File: src/sv/mf3_pkg.sv
// Shared types and constants for the 3x3 RGB median filter.
// No dependencies; imported by every module of the block.
`default_nettype none

package mf3_pkg;

  // Frame geometry limits.
  localparam int MAX_WIDTH  = 2048;
  localparam int MAX_HEIGHT = 4096;
  localparam int ADDR_W     = $clog2(MAX_WIDTH);
  localparam int COL_W      = 11;
  localparam int ROW_W      = 12;
  localparam int WIDTH_W    = 12;
  localparam int HEIGHT_W   = 13;

  // Configuration port.
  localparam int CFG_INDEX_W = 8;
  localparam int CFG_DATA_W  = 16;
  localparam logic [CFG_INDEX_W-1:0] REG_IMAGE_WIDTH  = 8'd0;
  localparam logic [CFG_INDEX_W-1:0] REG_IMAGE_HEIGHT = 8'd1;

  localparam logic [WIDTH_W-1:0]  WIDTH_MIN  = 12'd3;
  localparam logic [WIDTH_W-1:0]  WIDTH_MAX  = 12'd2048;
  localparam logic [WIDTH_W-1:0]  WIDTH_RST  = 12'd640;
  localparam logic [HEIGHT_W-1:0] HEIGHT_MIN = 13'd3;
  localparam logic [HEIGHT_W-1:0] HEIGHT_MAX = 13'd4096;
  localparam logic [HEIGHT_W-1:0] HEIGHT_RST = 13'd480;

  // One RGB pixel, channel k in element k.
  typedef logic [2:0][7:0] rgb_t;

  // Nine 8-bit window values of one channel.
  typedef logic [8:0][7:0] win9_t;

  // Input beat.
  typedef struct packed {
    logic [7:0] pixel_ch0;
    logic [7:0] pixel_ch1;
    logic [7:0] pixel_ch2;
  } pixel_t;

  // Output beat.
  typedef struct packed {
    logic [7:0]       med_ch0;
    logic [7:0]       med_ch1;
    logic [7:0]       med_ch2;
    logic [COL_W-1:0] center_col;
    logic [ROW_W-1:0] center_row;
    logic             frame_last;
  } result_t;

  // Position information that travels beside the median lanes.
  typedef struct packed {
    logic [COL_W-1:0] center_col;
    logic [ROW_W-1:0] center_row;
    logic             frame_last;
  } meta_t;

endpackage

`default_nettype wire

File: src/sv/mf3_lane.sv
// Median-of-nine sorting network for one color channel, three register stages.
// Depends on mf3_pkg.
`default_nettype none

module mf3_lane
  import mf3_pkg::*;
(
  input  wire logic       clk,
  input  wire logic       en,
  input  wire win9_t      win,
  output logic [7:0]      med
);

  // Compare-exchange: the smaller value ends up at index a.
  function automatic win9_t ce(win9_t v, logic [3:0] a, logic [3:0] b);
    win9_t t;
    t = v;
    if (v[a] > v[b]) begin
      t[a] = v[b];
      t[b] = v[a];
    end
    return t;
  endfunction

  win9_t st_a;
  win9_t st_b;
  win9_t st_c;
  win9_t st_a_next;
  win9_t st_b_next;
  win9_t st_c_next;
  win9_t fin;

  // Stage A: sort the rows' pairs.
  always_comb begin
    st_a_next = win;
    st_a_next = ce(st_a_next, 4'd1, 4'd2);
    st_a_next = ce(st_a_next, 4'd4, 4'd5);
    st_a_next = ce(st_a_next, 4'd7, 4'd8);
    st_a_next = ce(st_a_next, 4'd0, 4'd1);
    st_a_next = ce(st_a_next, 4'd3, 4'd4);
    st_a_next = ce(st_a_next, 4'd6, 4'd7);
  end

  // Stage B: finish row sorts and start the column merge.
  always_comb begin
    st_b_next = st_a;
    st_b_next = ce(st_b_next, 4'd1, 4'd2);
    st_b_next = ce(st_b_next, 4'd4, 4'd5);
    st_b_next = ce(st_b_next, 4'd7, 4'd8);
    st_b_next = ce(st_b_next, 4'd0, 4'd3);
    st_b_next = ce(st_b_next, 4'd5, 4'd8);
    st_b_next = ce(st_b_next, 4'd4, 4'd7);
  end

  // Stage C: narrow the candidates around the middle.
  always_comb begin
    st_c_next = st_b;
    st_c_next = ce(st_c_next, 4'd3, 4'd6);
    st_c_next = ce(st_c_next, 4'd1, 4'd4);
    st_c_next = ce(st_c_next, 4'd2, 4'd5);
    st_c_next = ce(st_c_next, 4'd4, 4'd7);
  end

  // Final exchanges leave the median at index four.
  always_comb begin
    fin = st_c;
    fin = ce(fin, 4'd4, 4'd2);
    fin = ce(fin, 4'd6, 4'd4);
    fin = ce(fin, 4'd4, 4'd2);
  end

  assign med = fin[4];

  always_ff @(posedge clk) begin
    if (en) begin
      st_a <= st_a_next;
      st_b <= st_b_next;
      st_c <= st_c_next;
    end
  end

endmodule

`default_nettype wire

File: config.mk
export PLATFORM = sky130hd
export DESIGN_NAME = mf3_lane
export DESIGN_NICKNAME = d
export VERILOG_FILES = /design/src/sv/mf3_pkg.sv /design/src/sv/mf3_lane.sv
export SDC_FILE = /design/constraint.sdc
export NUM_CORES = 1
export LEC_CHECK = 0
export ABC_AREA = 1
export BUFFER_PORTS_ARGS = -buffer_cell sky130_fd_sc_hd__buf_2
export CAP_MARGIN = 20
export CORE_MARGIN = 2
export CORE_UTILIZATION = 55
export DETAILED_ROUTE_END_ITERATION = 12
export PLACE_DENSITY = 0.74
export SLEW_MARGIN = 25
export SYNTH_ARGS = -nofsm -noshare
export SYNTH_HDL_FRONTEND = slang
export SYNTH_SLANG_ARGS = --single-unit
File: constraint.sdc
create_clock -name clk -period 5.25 [get_ports clk]
set_input_delay 0.7875 -clock clk [delete_from_list [all_inputs] [get_ports clk]]
set_output_delay 0.7875 -clock clk [all_outputs]
set_load 0.02 [all_outputs]
==> flow_summary.toml <==
[routing]
totalWireLength_um = 23100
viasPerCell = 5.22
drtPass1Iterations = 4
initialDrtViolationCount = 447
via_count = 8591
drc = 0
drt-wirelength-per-cell_um = 14.1
final_antenna_net_count = 0

[grt]
grt_max_degree = 118
grt_pass1_wl_um = 36500
grt_antenna_before_repair = 0
grt_overflow_total = 0
grt_usage = 0.226
grt_pass1_vias = 7980

[timing]
setup_ws_ns = -0.0875
fin_crit_sh = 1.02
layout_min_cycle_time_ns = 5.34
fin_skew_ns = 0.00772
tightest_slew_ns = 0.950
relSlewSlack = 0.363
rsz0062_at_grt = "yes"
setup_viol = 8
hold_violations = 0
fmaxAchievable_ghz = 0.187
final_max_slew_viol_count = 0

[critical_path]
cp-startpoint = "st_c[37]$_DFFE_PP_"
crit_fanout = 8
reg2reg_to = "st_b[33]$_DFFE_PP_"
crit_buf_inv = 3
r2r_slack_ns = 1.41
r2r-start = "st_a[63]$_DFFE_PP_"
path_class = "register to output pin"
worstSetupStartpointType = "register"
rr_worst_depth = 15
cpMaxStageDelayCell = "edfxtp_1"
cp.depth = 25
critPathArrivalTime_ns = 4.55
cp_top_family = "simple AND/OR/NAND/NOR gates"
end_kind = "output pin"
max_stage_delay_ns = 0.40
required_ns = 4.46
crit_path_end = "med[0]"
critPathMostFrequentCell = "nand2_4"

[cells_and_area]
layout_common_cells = "nand2_1 (263), inv_1 (166), edfxtp_1 (152), ha_1 (137), o21ai_1 (113)"
fill_cells = 1547
multi_input_area_um2 = 5860
antenna_cells = 0
mostFrequentLayoutCell = "nand2_1"
fin_nets = 1592
stdcell_count = 1645
regArea_um2 = 4560
drive_above_1_share = 0.169
areaGrowthSynthToFinish_pct = 17.9

[placed_design]
port_buffers = 81
gp_congestion = 0.855
hpwl_um = 17200
place_inst = 1590

[yosys]
syn-num-nets = 1496
synth_edf_count = 152
ys_warn_count = 0
syn_inst = 1271
syn_area_um2 = 10800
yosys_most_used_dff = "edfxtp_1"
synth.distinct_cells = 28
avgSynthCellArea_um2 = 8.48
synth_seq_area_share = 0.423
synth-seq-cells = 152
synthArstFlopShare = 0

[clocking]
cts_made_buffers = 17
cts-root-buf = "clkbuf_16"
path_clk_slew_ns = 0.06
clk_latency_ns = 0.42
cts_num_sinks = 152
hold_buffers = 0
clockBufferDepth = 2
htree_levels = 4
cts_tree = "built"

[die]
die-area_um2 = 20700
core_um2 = 19300
die_h_um = 144
io_pins = 82
rows = 51
initial_core_util = 0.557
dieWidth_um = 144

[min_path]
hp-class = "register to register"

[outcome]
violations = "negative setup slack"
outcome = "finished with violations"

[job]
maxCapViolCount = 0
-- worst reg2reg max path, delay by kind of cell, from the launching register on --
kind	cells	cell delay (ns)
AOI/OAI and AO/OA	4	1.44
DFF	1	0.45
and+or+nand+nor	8	0.81
adders and majority gates	2	0.65
buffers and inverters	1	0.25
-- final cells by class --
cell class	count	share of cell area
Inverter	177	0.0525
Timing Repair Buffer	109	0.0560
Tap cell	265	0.0261
Clock inverter	14	0.0118
Sequential cell	152	0.359
Multi-Input combinational cell	910	0.461
Clock buffer	18	0.0338
-- flip-flops by register name, summed over array words and instances (netlist names) --
name / count
st_b: 56
st_c: 24
st_a: 72
-- synth_stat cells, types with 15 or more instances --
| cell | number | area (um2) |
|---|---|---|
| o21ai_1 | 114 | 571 |
| nand2_2 | 15 | 93.8 |
| nand3_1 | 30 | 150 |
| edfxtp_1 | 152 | 4560 |
| buf_2 | 17 | 85.1 |
| o21ai_0 | 75 | 375 |
| nand2_1 | 274 | 1030 |
| clkbuf_1 | 18 | 67.6 |
| ha_1 | 151 | 1890 |
| a21oi_1 | 122 | 611 |
| nor2_1 | 80 | 300 |
| inv_1 | 173 | 649 |
-- cells by family (layout without fill, tap and decap cells) --
logic type               Yosys count  in the layout  synth area share
AND/OR/NAND/NOR                  415            418             0.159
flip-flops                       152            152             0.423
AO/OA/AOI/OAI                    341            341             0.166
buffers and inverters            212            318            0.0758
adder cells (fa/ha/maj)          151            151             0.175
-- worst min path at each step --
stage                  startpoint                  to  slack, ns  depth (start not counted)
2_1_floorplan  st_a[48]$_DFFE_PP_  st_b[48]$_DFFE_PP_       0.40                          0
3_3_place_gp   st_a[49]$_DFFE_PP_  st_b[49]$_DFFE_PP_       0.40                          0
3_5_place_dp   st_a[54]$_DFFE_PP_  st_b[54]$_DFFE_PP_       0.40                          0
4_1_cts        st_a[54]$_DFFE_PP_  st_b[54]$_DFFE_PP_       0.42                          0
5_1_grt        st_a[51]$_DFFE_PP_  st_b[51]$_DFFE_PP_       0.43                          0
6_report       st_a[54]$_DFFE_PP_  st_b[54]$_DFFE_PP_       0.42                          0
-- stage by stage --
step / setup slack [ns] / utilization / setup TNS, ns / hold WS (ns) / instance area (um2)
2_1_floorplan: 0.300 / - / 0 / 0.400 / 10800
3_3_place_gp: 0.214 / 0.591 / 0 / 0.401 / 11400
3_5_place_dp: 0.155 / 0.591 / 0 / 0.405 / 11400
4_1_cts: 0.0239 / 0.625 / 0 / 0.421 / 12100
5_1_grt: -0.283 / 0.657 / -1.89 / 0.433 / 12700
6_report: -0.0875 / 0.657 / -0.379 / 0.423 / 12700
-- metal layers --
| metal | vias to the layer above | share of wire | GRT usage |
|---|---|---|---|
| li1 | 4551 | - | - |
| met1 | 3853 | 0.44 | 0.281 |
| met2 | 152 | 0.51 | 0.405 |
| met3 | 35 | 0.033 | 0.0377 |
| met4 | 0 | 0.020 | 0.0635 |
| met5 | - | 0 | 0 |
-- what timing repair did --
action,4_1_cts,5_1_grt
endpoints found under the hold margin,0,0
gates cloned,0,4
endpoints found under the setup margin,8,8
resized for setup,15,92
pin swaps,1,27
setup buffers,2,17
Power is not shown: default switching activity piles up to over one toggle a cycle in this logic, so the estimate is an artifact.
