**src/sv/mf3_pkg.sv**
```systemverilog
// Shared types and constants for the 3x3 RGB median filter.
// No dependencies; imported by every module of the block.
`default_nettype none

package mf3_pkg;

  // Frame geometry limits.
  localparam int MAX_WIDTH  = 2048;
  localparam int MAX_HEIGHT = 4096;
  localparam int ADDR_W     = $clog2(MAX_WIDTH);
  localparam int COL_W      = 11;
  localparam int ROW_W      = 12;
  localparam int WIDTH_W    = 12;
  localparam int HEIGHT_W   = 13;

  // Configuration port.
  localparam int CFG_INDEX_W = 8;
  localparam int CFG_DATA_W  = 16;
  localparam logic [CFG_INDEX_W-1:0] REG_IMAGE_WIDTH  = 8'd0;
  localparam logic [CFG_INDEX_W-1:0] REG_IMAGE_HEIGHT = 8'd1;

  localparam logic [WIDTH_W-1:0]  WIDTH_MIN  = 12'd3;
  localparam logic [WIDTH_W-1:0]  WIDTH_MAX  = 12'd2048;
  localparam logic [WIDTH_W-1:0]  WIDTH_RST  = 12'd640;
  localparam logic [HEIGHT_W-1:0] HEIGHT_MIN = 13'd3;
  localparam logic [HEIGHT_W-1:0] HEIGHT_MAX = 13'd4096;
  localparam logic [HEIGHT_W-1:0] HEIGHT_RST = 13'd480;

  // One RGB pixel, channel k in element k.
  typedef logic [2:0][7:0] rgb_t;

  // Nine 8-bit window values of one channel.
  typedef logic [8:0][7:0] win9_t;

  // Input beat.
  typedef struct packed {
    logic [7:0] pixel_ch0;
    logic [7:0] pixel_ch1;
    logic [7:0] pixel_ch2;
  } pixel_t;

  // Output beat.
  typedef struct packed {
    logic [7:0]       med_ch0;
    logic [7:0]       med_ch1;
    logic [7:0]       med_ch2;
    logic [COL_W-1:0] center_col;
    logic [ROW_W-1:0] center_row;
    logic             frame_last;
  } result_t;

  // Position information that travels beside the median lanes.
  typedef struct packed {
    logic [COL_W-1:0] center_col;
    logic [ROW_W-1:0] center_row;
    logic             frame_last;
  } meta_t;

endpackage

`default_nettype wire

```
**src/sv/mf3_merge.sv**
```systemverilog
// Output stage: joins the three channel medians with the position data.
// Depends on mf3_pkg.
`default_nettype none

module mf3_merge
  import mf3_pkg::*;
(
  input  wire logic    clk,
  input  wire logic    rst,
  input  wire logic    en,
  input  wire logic    in_valid,
  input  wire meta_t   meta,
  input  wire rgb_t    med,
  output logic         out_valid,
  output result_t      out_data
);

  // Output valid flag follows the pipeline whenever it advances.
  always_ff @(posedge clk) begin
    if (rst) begin
      out_valid <= 1'b0;
    end else if (en) begin
      out_valid <= in_valid;
    end
  end

  // Output beat register.
  always_ff @(posedge clk) begin
    if (en) begin
      out_data.med_ch0    <= med[0];
      out_data.med_ch1    <= med[1];
      out_data.med_ch2    <= med[2];
      out_data.center_col <= meta.center_col;
      out_data.center_row <= meta.center_row;
      out_data.frame_last <= meta.frame_last;
    end
  end

endmodule

`default_nettype wire
```
**config.mk**
```make
export PLATFORM = sky130hd
export DESIGN_NAME = mf3_merge
export DESIGN_NICKNAME = d
export VERILOG_FILES = /design/src/sv/mf3_pkg.sv /design/src/sv/mf3_merge.sv
export SDC_FILE = /design/constraint.sdc
export NUM_CORES = 1
export LEC_CHECK = 0
export BUFFER_PORTS_ARGS = -buffer_cell sky130_fd_sc_hd__buf_2
export CORE_MARGIN = 4
export CORE_UTILIZATION = 26
export DETAILED_ROUTE_END_ITERATION = 16
export SETUP_SLACK_MARGIN = 0.1
export SYNTH_ARGS = -nofsm -noshare
export SYNTH_HDL_FRONTEND = slang
export SYNTH_SLANG_ARGS = --single-unit
export TNS_END_PERCENT = 100
```
**constraint.sdc**
```tcl
create_clock -name clk -period 1.5 [get_ports clk]
set_input_delay 0.3 -clock clk [delete_from_list [all_inputs] [get_ports clk]]
set_output_delay 0.3 -clock clk [all_outputs]
set_load 0.05 [all_outputs]
```
==> results of run 1 <==
==> layer usage <==
metal | up-vias | track usage (%)
met4 | 4 | 2.23
met5 | - | 0
li1 | 417 | -
met3 | 8 | 5.06
met1 | 408 | 9.74
met2 | 58 | 14.1
==> power breakdown <==
| group | internal, W | switching [W] |
|---|---|---|
| Sequential | 0.00162 | 0.0000241 |
| Clock | 0.000314 | 0.000394 |
| Combinational | 0.000121 | 0.000451 |
==> worst reg2reg max path, delay by kind of cell (launching register included) <==
kind          cells  cell delay (ns)
simple gates      1             0.05
flops             1             0.32
mux               1             0.12
==> final timing paths <==
kind                                             start                      to  slack (ns)
worst max-delay path            out_data[34]$_DFFE_PP_            out_data[34]        0.30
worst min-delay path                               rst  out_valid$_SDFFE_PP0P_        0.16
worst max register to register  out_valid$_SDFFE_PP0P_  out_valid$_SDFFE_PP0P_        0.92
worst min register to register  out_valid$_SDFFE_PP0P_  out_valid$_SDFFE_PP0P_        0.51
==> area by class of cell <==
| cell class | count | area (sq um) |
|---|---|---|
| Clock buffer | 5 | 68.8 |
| Clock inverter | 3 | 12.5 |
| Fill cell | 515 | 3340 |
| Multi-Input combinational cell | 2 | 13.8 |
| Sequential cell | 49 | 1460 |
| Tap cell | 72 | 90.1 |
| Timing Repair Buffer | 101 | 520 |
==> through the flow <==
stage / hold WS [ns] / power, W
2_1_floorplan: 0.372 / 0.00206
3_3_place_gp: 0.458 / 0.00225
3_5_place_dp: 0.467 / 0.00226
4_1_cts: 0.145 / 0.00297
5_1_grt: 0.147 / 0.00306
6_report: 0.160 / 0.00292
==> layout by cell type, fill, tap and decap left out <==
| cell type | n |
|---|---|
| clkinv_1 | 2 |
| mux2i_1 | 1 |
| clkinv_2 | 1 |
| buf_12 | 1 |
| buf_2 | 100 |
| dfxtp_1 | 1 |
| nor2_1 | 1 |
| clkbuf_8 | 5 |
| edfxtp_1 | 48 |
==> cells by family after synthesis <==
| family | after synthesis | share of synthesized area (%) |
|---|---|---|
| flops | 49 | 99.1 |
| simple gates | 1 | 0.254 |
| mux | 1 | 0.679 |
==> flip-flops by register name (all words and copies together), names as in the netlist <==
| name | flops |
|---|---|
| out_data | 48 |
| out_valid | 1 |
==> results.yml, run 1 <==
run_status:
  status: "finished clean"
place:
  place_ws_ns: 0.450
  place_congestion: 0.671
  placedCellCount: 224
  portBuffers: 100
  place_area_sq_um: 2090
detailed_routing:
  drt-wirelength-per-cell_um: 13.0
  num_vias: 895
  vias_per_cell: 3.86
  routed-wl-met2_um: 1480
  drc: 0
  routed-wl-met3_um: 355
  first_pass_iters: 3
  highest_layer: "met5"
  wl_met1_um: 1110
  ant_nets: 0
  dr.first_iter.drc_count: 11
  finalWirelength_um: 3020
power:
  vdd_ir_drop_max_v: 0.000522
  power_density_nw_per_um2: 1350
  leakagePower_nw: 0.933
layout:
  area_delta_synth_final_pct: 46.9
  final_nets: 211
  fin_util_pct: 39.4
  final_cells: 232
  drive_above_1_share_pct: 66.9
  n_antenna_cell: 0
  fin_area_sq_um: 2170
synthesis:
  synth_cell_types: 4
  yosysSeqAreaShare_pct: 99.1
  avgSynthCellArea_sq_um: 28.9
  synth_edf_count: 48
  post-synth-top-count-cell: "edfxtp_1"
  ys_warn_count: 0
  synth_commonest_cells: "48 x edfxtp_1, 1 x dfxtp_1, 1 x mux2i_1, 1 x nor2_1"
  ys_ff_latch: 49
  synthFlopType: "edfxtp_1"
  synthDominantAreaCellType: "edfxtp_1"
  syn_area_sq_um: 1480
  synth-async-reset-ratio_pct: 0
  yosys-top-cells-area: "edfxtp_1 98%, dfxtp_1 1.4%, mux2i_1 0.68%"
  syn_nets: 103
  yosysTopAreaCellShare_pct: 97.7
  postSynthCellCount: 51
global_route:
  global_route.overflow_total: 0
  grt_pass1_vias: 949
  grt_use_total_pct: 8.66
  antenna_found_initial: 2
  grt_max_degree: 50
  grt_pass1_wl_um: 4730
timing:
  setup_tns_ns: 0
  post-route-min-period_ns: 1.20
  fmax_mhz: 836
  worst-slew-pin-transition_ns: 0.257
  finalHoldViolations: 0
  setup_viol: 0
  fin_skew_ns: 0
  report.final.slew_viol_count: 0
  layout_setup_ws_ns: 0.304
  finalCritPeriodShare_pct: 79.7
  rsz0062_at_grt: "false"
  relSlewSlack_pct: 82.9
critical_path:
  critPathMaxStageDelay_ns: 0.34
  critPathTopFamily: "flip-flops"
  crit_buf_inv: 1
  cp.arrival_ns: 0.90
  crit_required_ns: 1.20
  slowest_stage: "edfxtp_1"
  reg2reg_depth: 2
  cp-start-kind: "flip-flop"
  crit_fanout: 1
  end_kind: "output pin"
  cp.depth: 1
  path_class: "flip-flop to output pin"
  worstPathCellList: "buf_2"
clocking:
  postCtsHoldBufs: 0
  path_clk_slew_ns: 0.08
  cts.sinks: 49
  cts-resized-gates: 0
  htree_levels: 2
  post_cts_buffers: 0
  tritoncts: "yes"
  root_buffer: "clkbuf_8"
  clock_latency_ns: 0.29
  cts_buffer_depth: 2
  cts_buffers: 5
die:
  die_w_um: 83.3
  dieArea_sq_um: 6940
  start_util_pct: 26.8
  die_h_um: 83.3
  fp-row-count: 27
  coreArea_sq_um: 5510
  ios: 101
min_path:
  hold-path-cell-count: 2
  hp-class: "primary input to flip-flop"
job:
  cap_violations: 0
Note: power is estimated with default switching activity, not from simulation.
==> run 2, diff against run 1 <==
- clock period: 1.5 -> 1.2 ns (I/O delays scaled with it)
==> run 2 against run 1 <==
Net effect: clock-buffer cell count is 1 higher; wire length is 4.8% higher; first-iteration DRC count grew to 3.2 times the previous value; total power increased by 32%; clock skew did not move; cell count increased by 0.43%; global-route usage up 0.25 points; flip-flop and latch count unchanged; core utilization grew 5.7 points; non-clock buffer count grew 1; die area is the same; critical path depth unchanged; largest cell class unchanged; largest power group unchanged; highest routed layer unchanged.
==> results.yml, run 2 (synthesis gave the netlist of run 1 again) <==
critical_path:
  critPathTopFamily: "flip-flops"
  worstPathCellList: "buf_6"
  crit_fanout: 1
  critPathMaxStageDelay_ns: 0.41
  slowest_stage: "edfxtp_1"
  path_class: "flip-flop to output pin"
  crit_buf_inv: 1
  cp.arrival_ns: 0.87
  reg2reg_depth: 2
  cp-start-kind: "flip-flop"
  crit_required_ns: 0.96
  cp.depth: 1
  end_kind: "output pin"
detailed_routing:
  finalWirelength_um: 3160
  dr.first_iter.drc_count: 35
  ant_nets: 0
  num_vias: 899
  drc: 0
  first_pass_iters: 3
  drt-wirelength-per-cell_um: 13.6
  vias_per_cell: 3.86
timing:
  rsz0062_at_grt: "true"
  setup_viol: 0
  fin_skew_ns: 0
  worst-slew-pin-transition_ns: 0.200
  finalCritPeriodShare_pct: 92.5
  relSlewSlack_pct: 86.7
  finalHoldViolations: 0
  report.final.slew_viol_count: 0
  setup_tns_ns: 0
  holdWs_ns: 0.0880
  post-route-min-period_ns: 1.11
  fmax_mhz: 901
die:
  dieArea_sq_um: 6940
  die_h_um: 83.3
  die_w_um: 83.3
  fp-row-count: 27
  coreArea_sq_um: 5510
  ios: 101
  start_util_pct: 26.8
global_route:
  global_route.overflow_total: 0
  grt_use_total_pct: 8.91
  grt_max_degree: 34
  antenna_found_initial: 2
  grt_pass1_vias: 951
  grt_pass1_wl_um: 4730
layout:
  fillers: 497
  layout_common_cells: "51 x buf_2, 49 x buf_6, 48 x edfxtp_1, 5 x clkbuf_8, 2 x clkinv_2"
  top_register: "out_data"
  drive_above_1_share_pct: 68.3
  area_delta_synth_final_pct: 68.4
  final_nets: 212
  largest_register_ff_count: 48
  final_cells: 233
  largestRegisters: "out_data: 48 flops, out_valid: 1 flops"
  n_antenna_cell: 0
  fin_util_pct: 45.1
  final_common_cell: "buf_2"
job:
  cap_violations: 0
power:
  vdd_ir_drop_max_v: 0.000591
  leakagePower_nw: 1.04
  fin_total_pwr_w: 0.00385
  power_density_nw_per_um2: 1550
clocking:
  post_cts_buffers: 0
  cts_buffer_depth: 2
  cts-resized-gates: 93
  clock_latency_ns: 0.29
  postCtsHoldBufs: 0
  path_clk_slew_ns: 0.08
  htree_levels: 2
  cts_buffers: 5
  root_buffer: "clkbuf_8"
  tritoncts: "yes"
  cts.sinks: 49
place:
  place_congestion: 0.655
  placedCellCount: 225
  portBuffers: 100
  dp.final_hpwl_um: 2460
run_status:
  status: "finished clean"
min_path:
  hold-path-cell-count: 2
  hp-class: "primary input to flip-flop"
==> run 2: cell types whose count changed in the layout (fill, tap and decap cells not counted) <==
cell | previous run | this run
buf_6 | 0 | 49
clkinv_2 | 1 | 2
dfxtp_1 | 1 | 0
buf_4 | 0 | 1
clkbuf_1 | 0 | 1
buf_2 | 100 | 51
dfxtp_2 | 0 | 1
clkinv_1 | 2 | 0
==> run 2: where the power goes <==
part	switching, W	internal, W	leakage (nW)
registers	0.0000629	0.00203	0.478
logic	0.000563	0.000307	0.519
clock network	0.000485	0.000404	0.0450
total	0.00111	0.00274	1.04
==> run 2: final timing paths <==
path	startpoint	endpoint	slack, ns
max reg2reg	out_valid$_SDFFE_PP0P_	out_valid$_SDFFE_PP0P_	0.60
min reg2reg	out_valid$_SDFFE_PP0P_	out_valid$_SDFFE_PP0P_	0.51
min	rst	out_valid$_SDFFE_PP0P_	0.09
max	out_data[16]$_DFFE_PP_	out_data[16]	0.09
==> run 2: final cells by class <==
cell class                      count  area (sq um)  area share [%]
Timing Repair Buffer              102           835            33.6
Clock buffer                        6          72.6            2.92
Sequential cell                    49          1460            58.9
Multi-Input combinational cell      2          13.8           0.554
Clock inverter                      2          10.0           0.403
Tap cell                           72          90.1            3.63
==> run 2: metal layers <==
metal	GRT usage (%)	wire [um]	vias to the layer above
li1	-	-	420
met5	0	26	-
met4	2.82	50	4
met2	14.9	1660	61
met3	5.16	371	8
met1	9.40	1060	406
==> run 2: stage by stage <==
stage / setup slack (ns) / cell area, sq um
after global placement: 0.247 / 2090
after floorplan: 0.318 / 1480
final: 0.0902 / 2480
after CTS: 0.0630 / 2460
after detailed placement: 0.214 / 2090
after global routing: 0.0350 / 2480
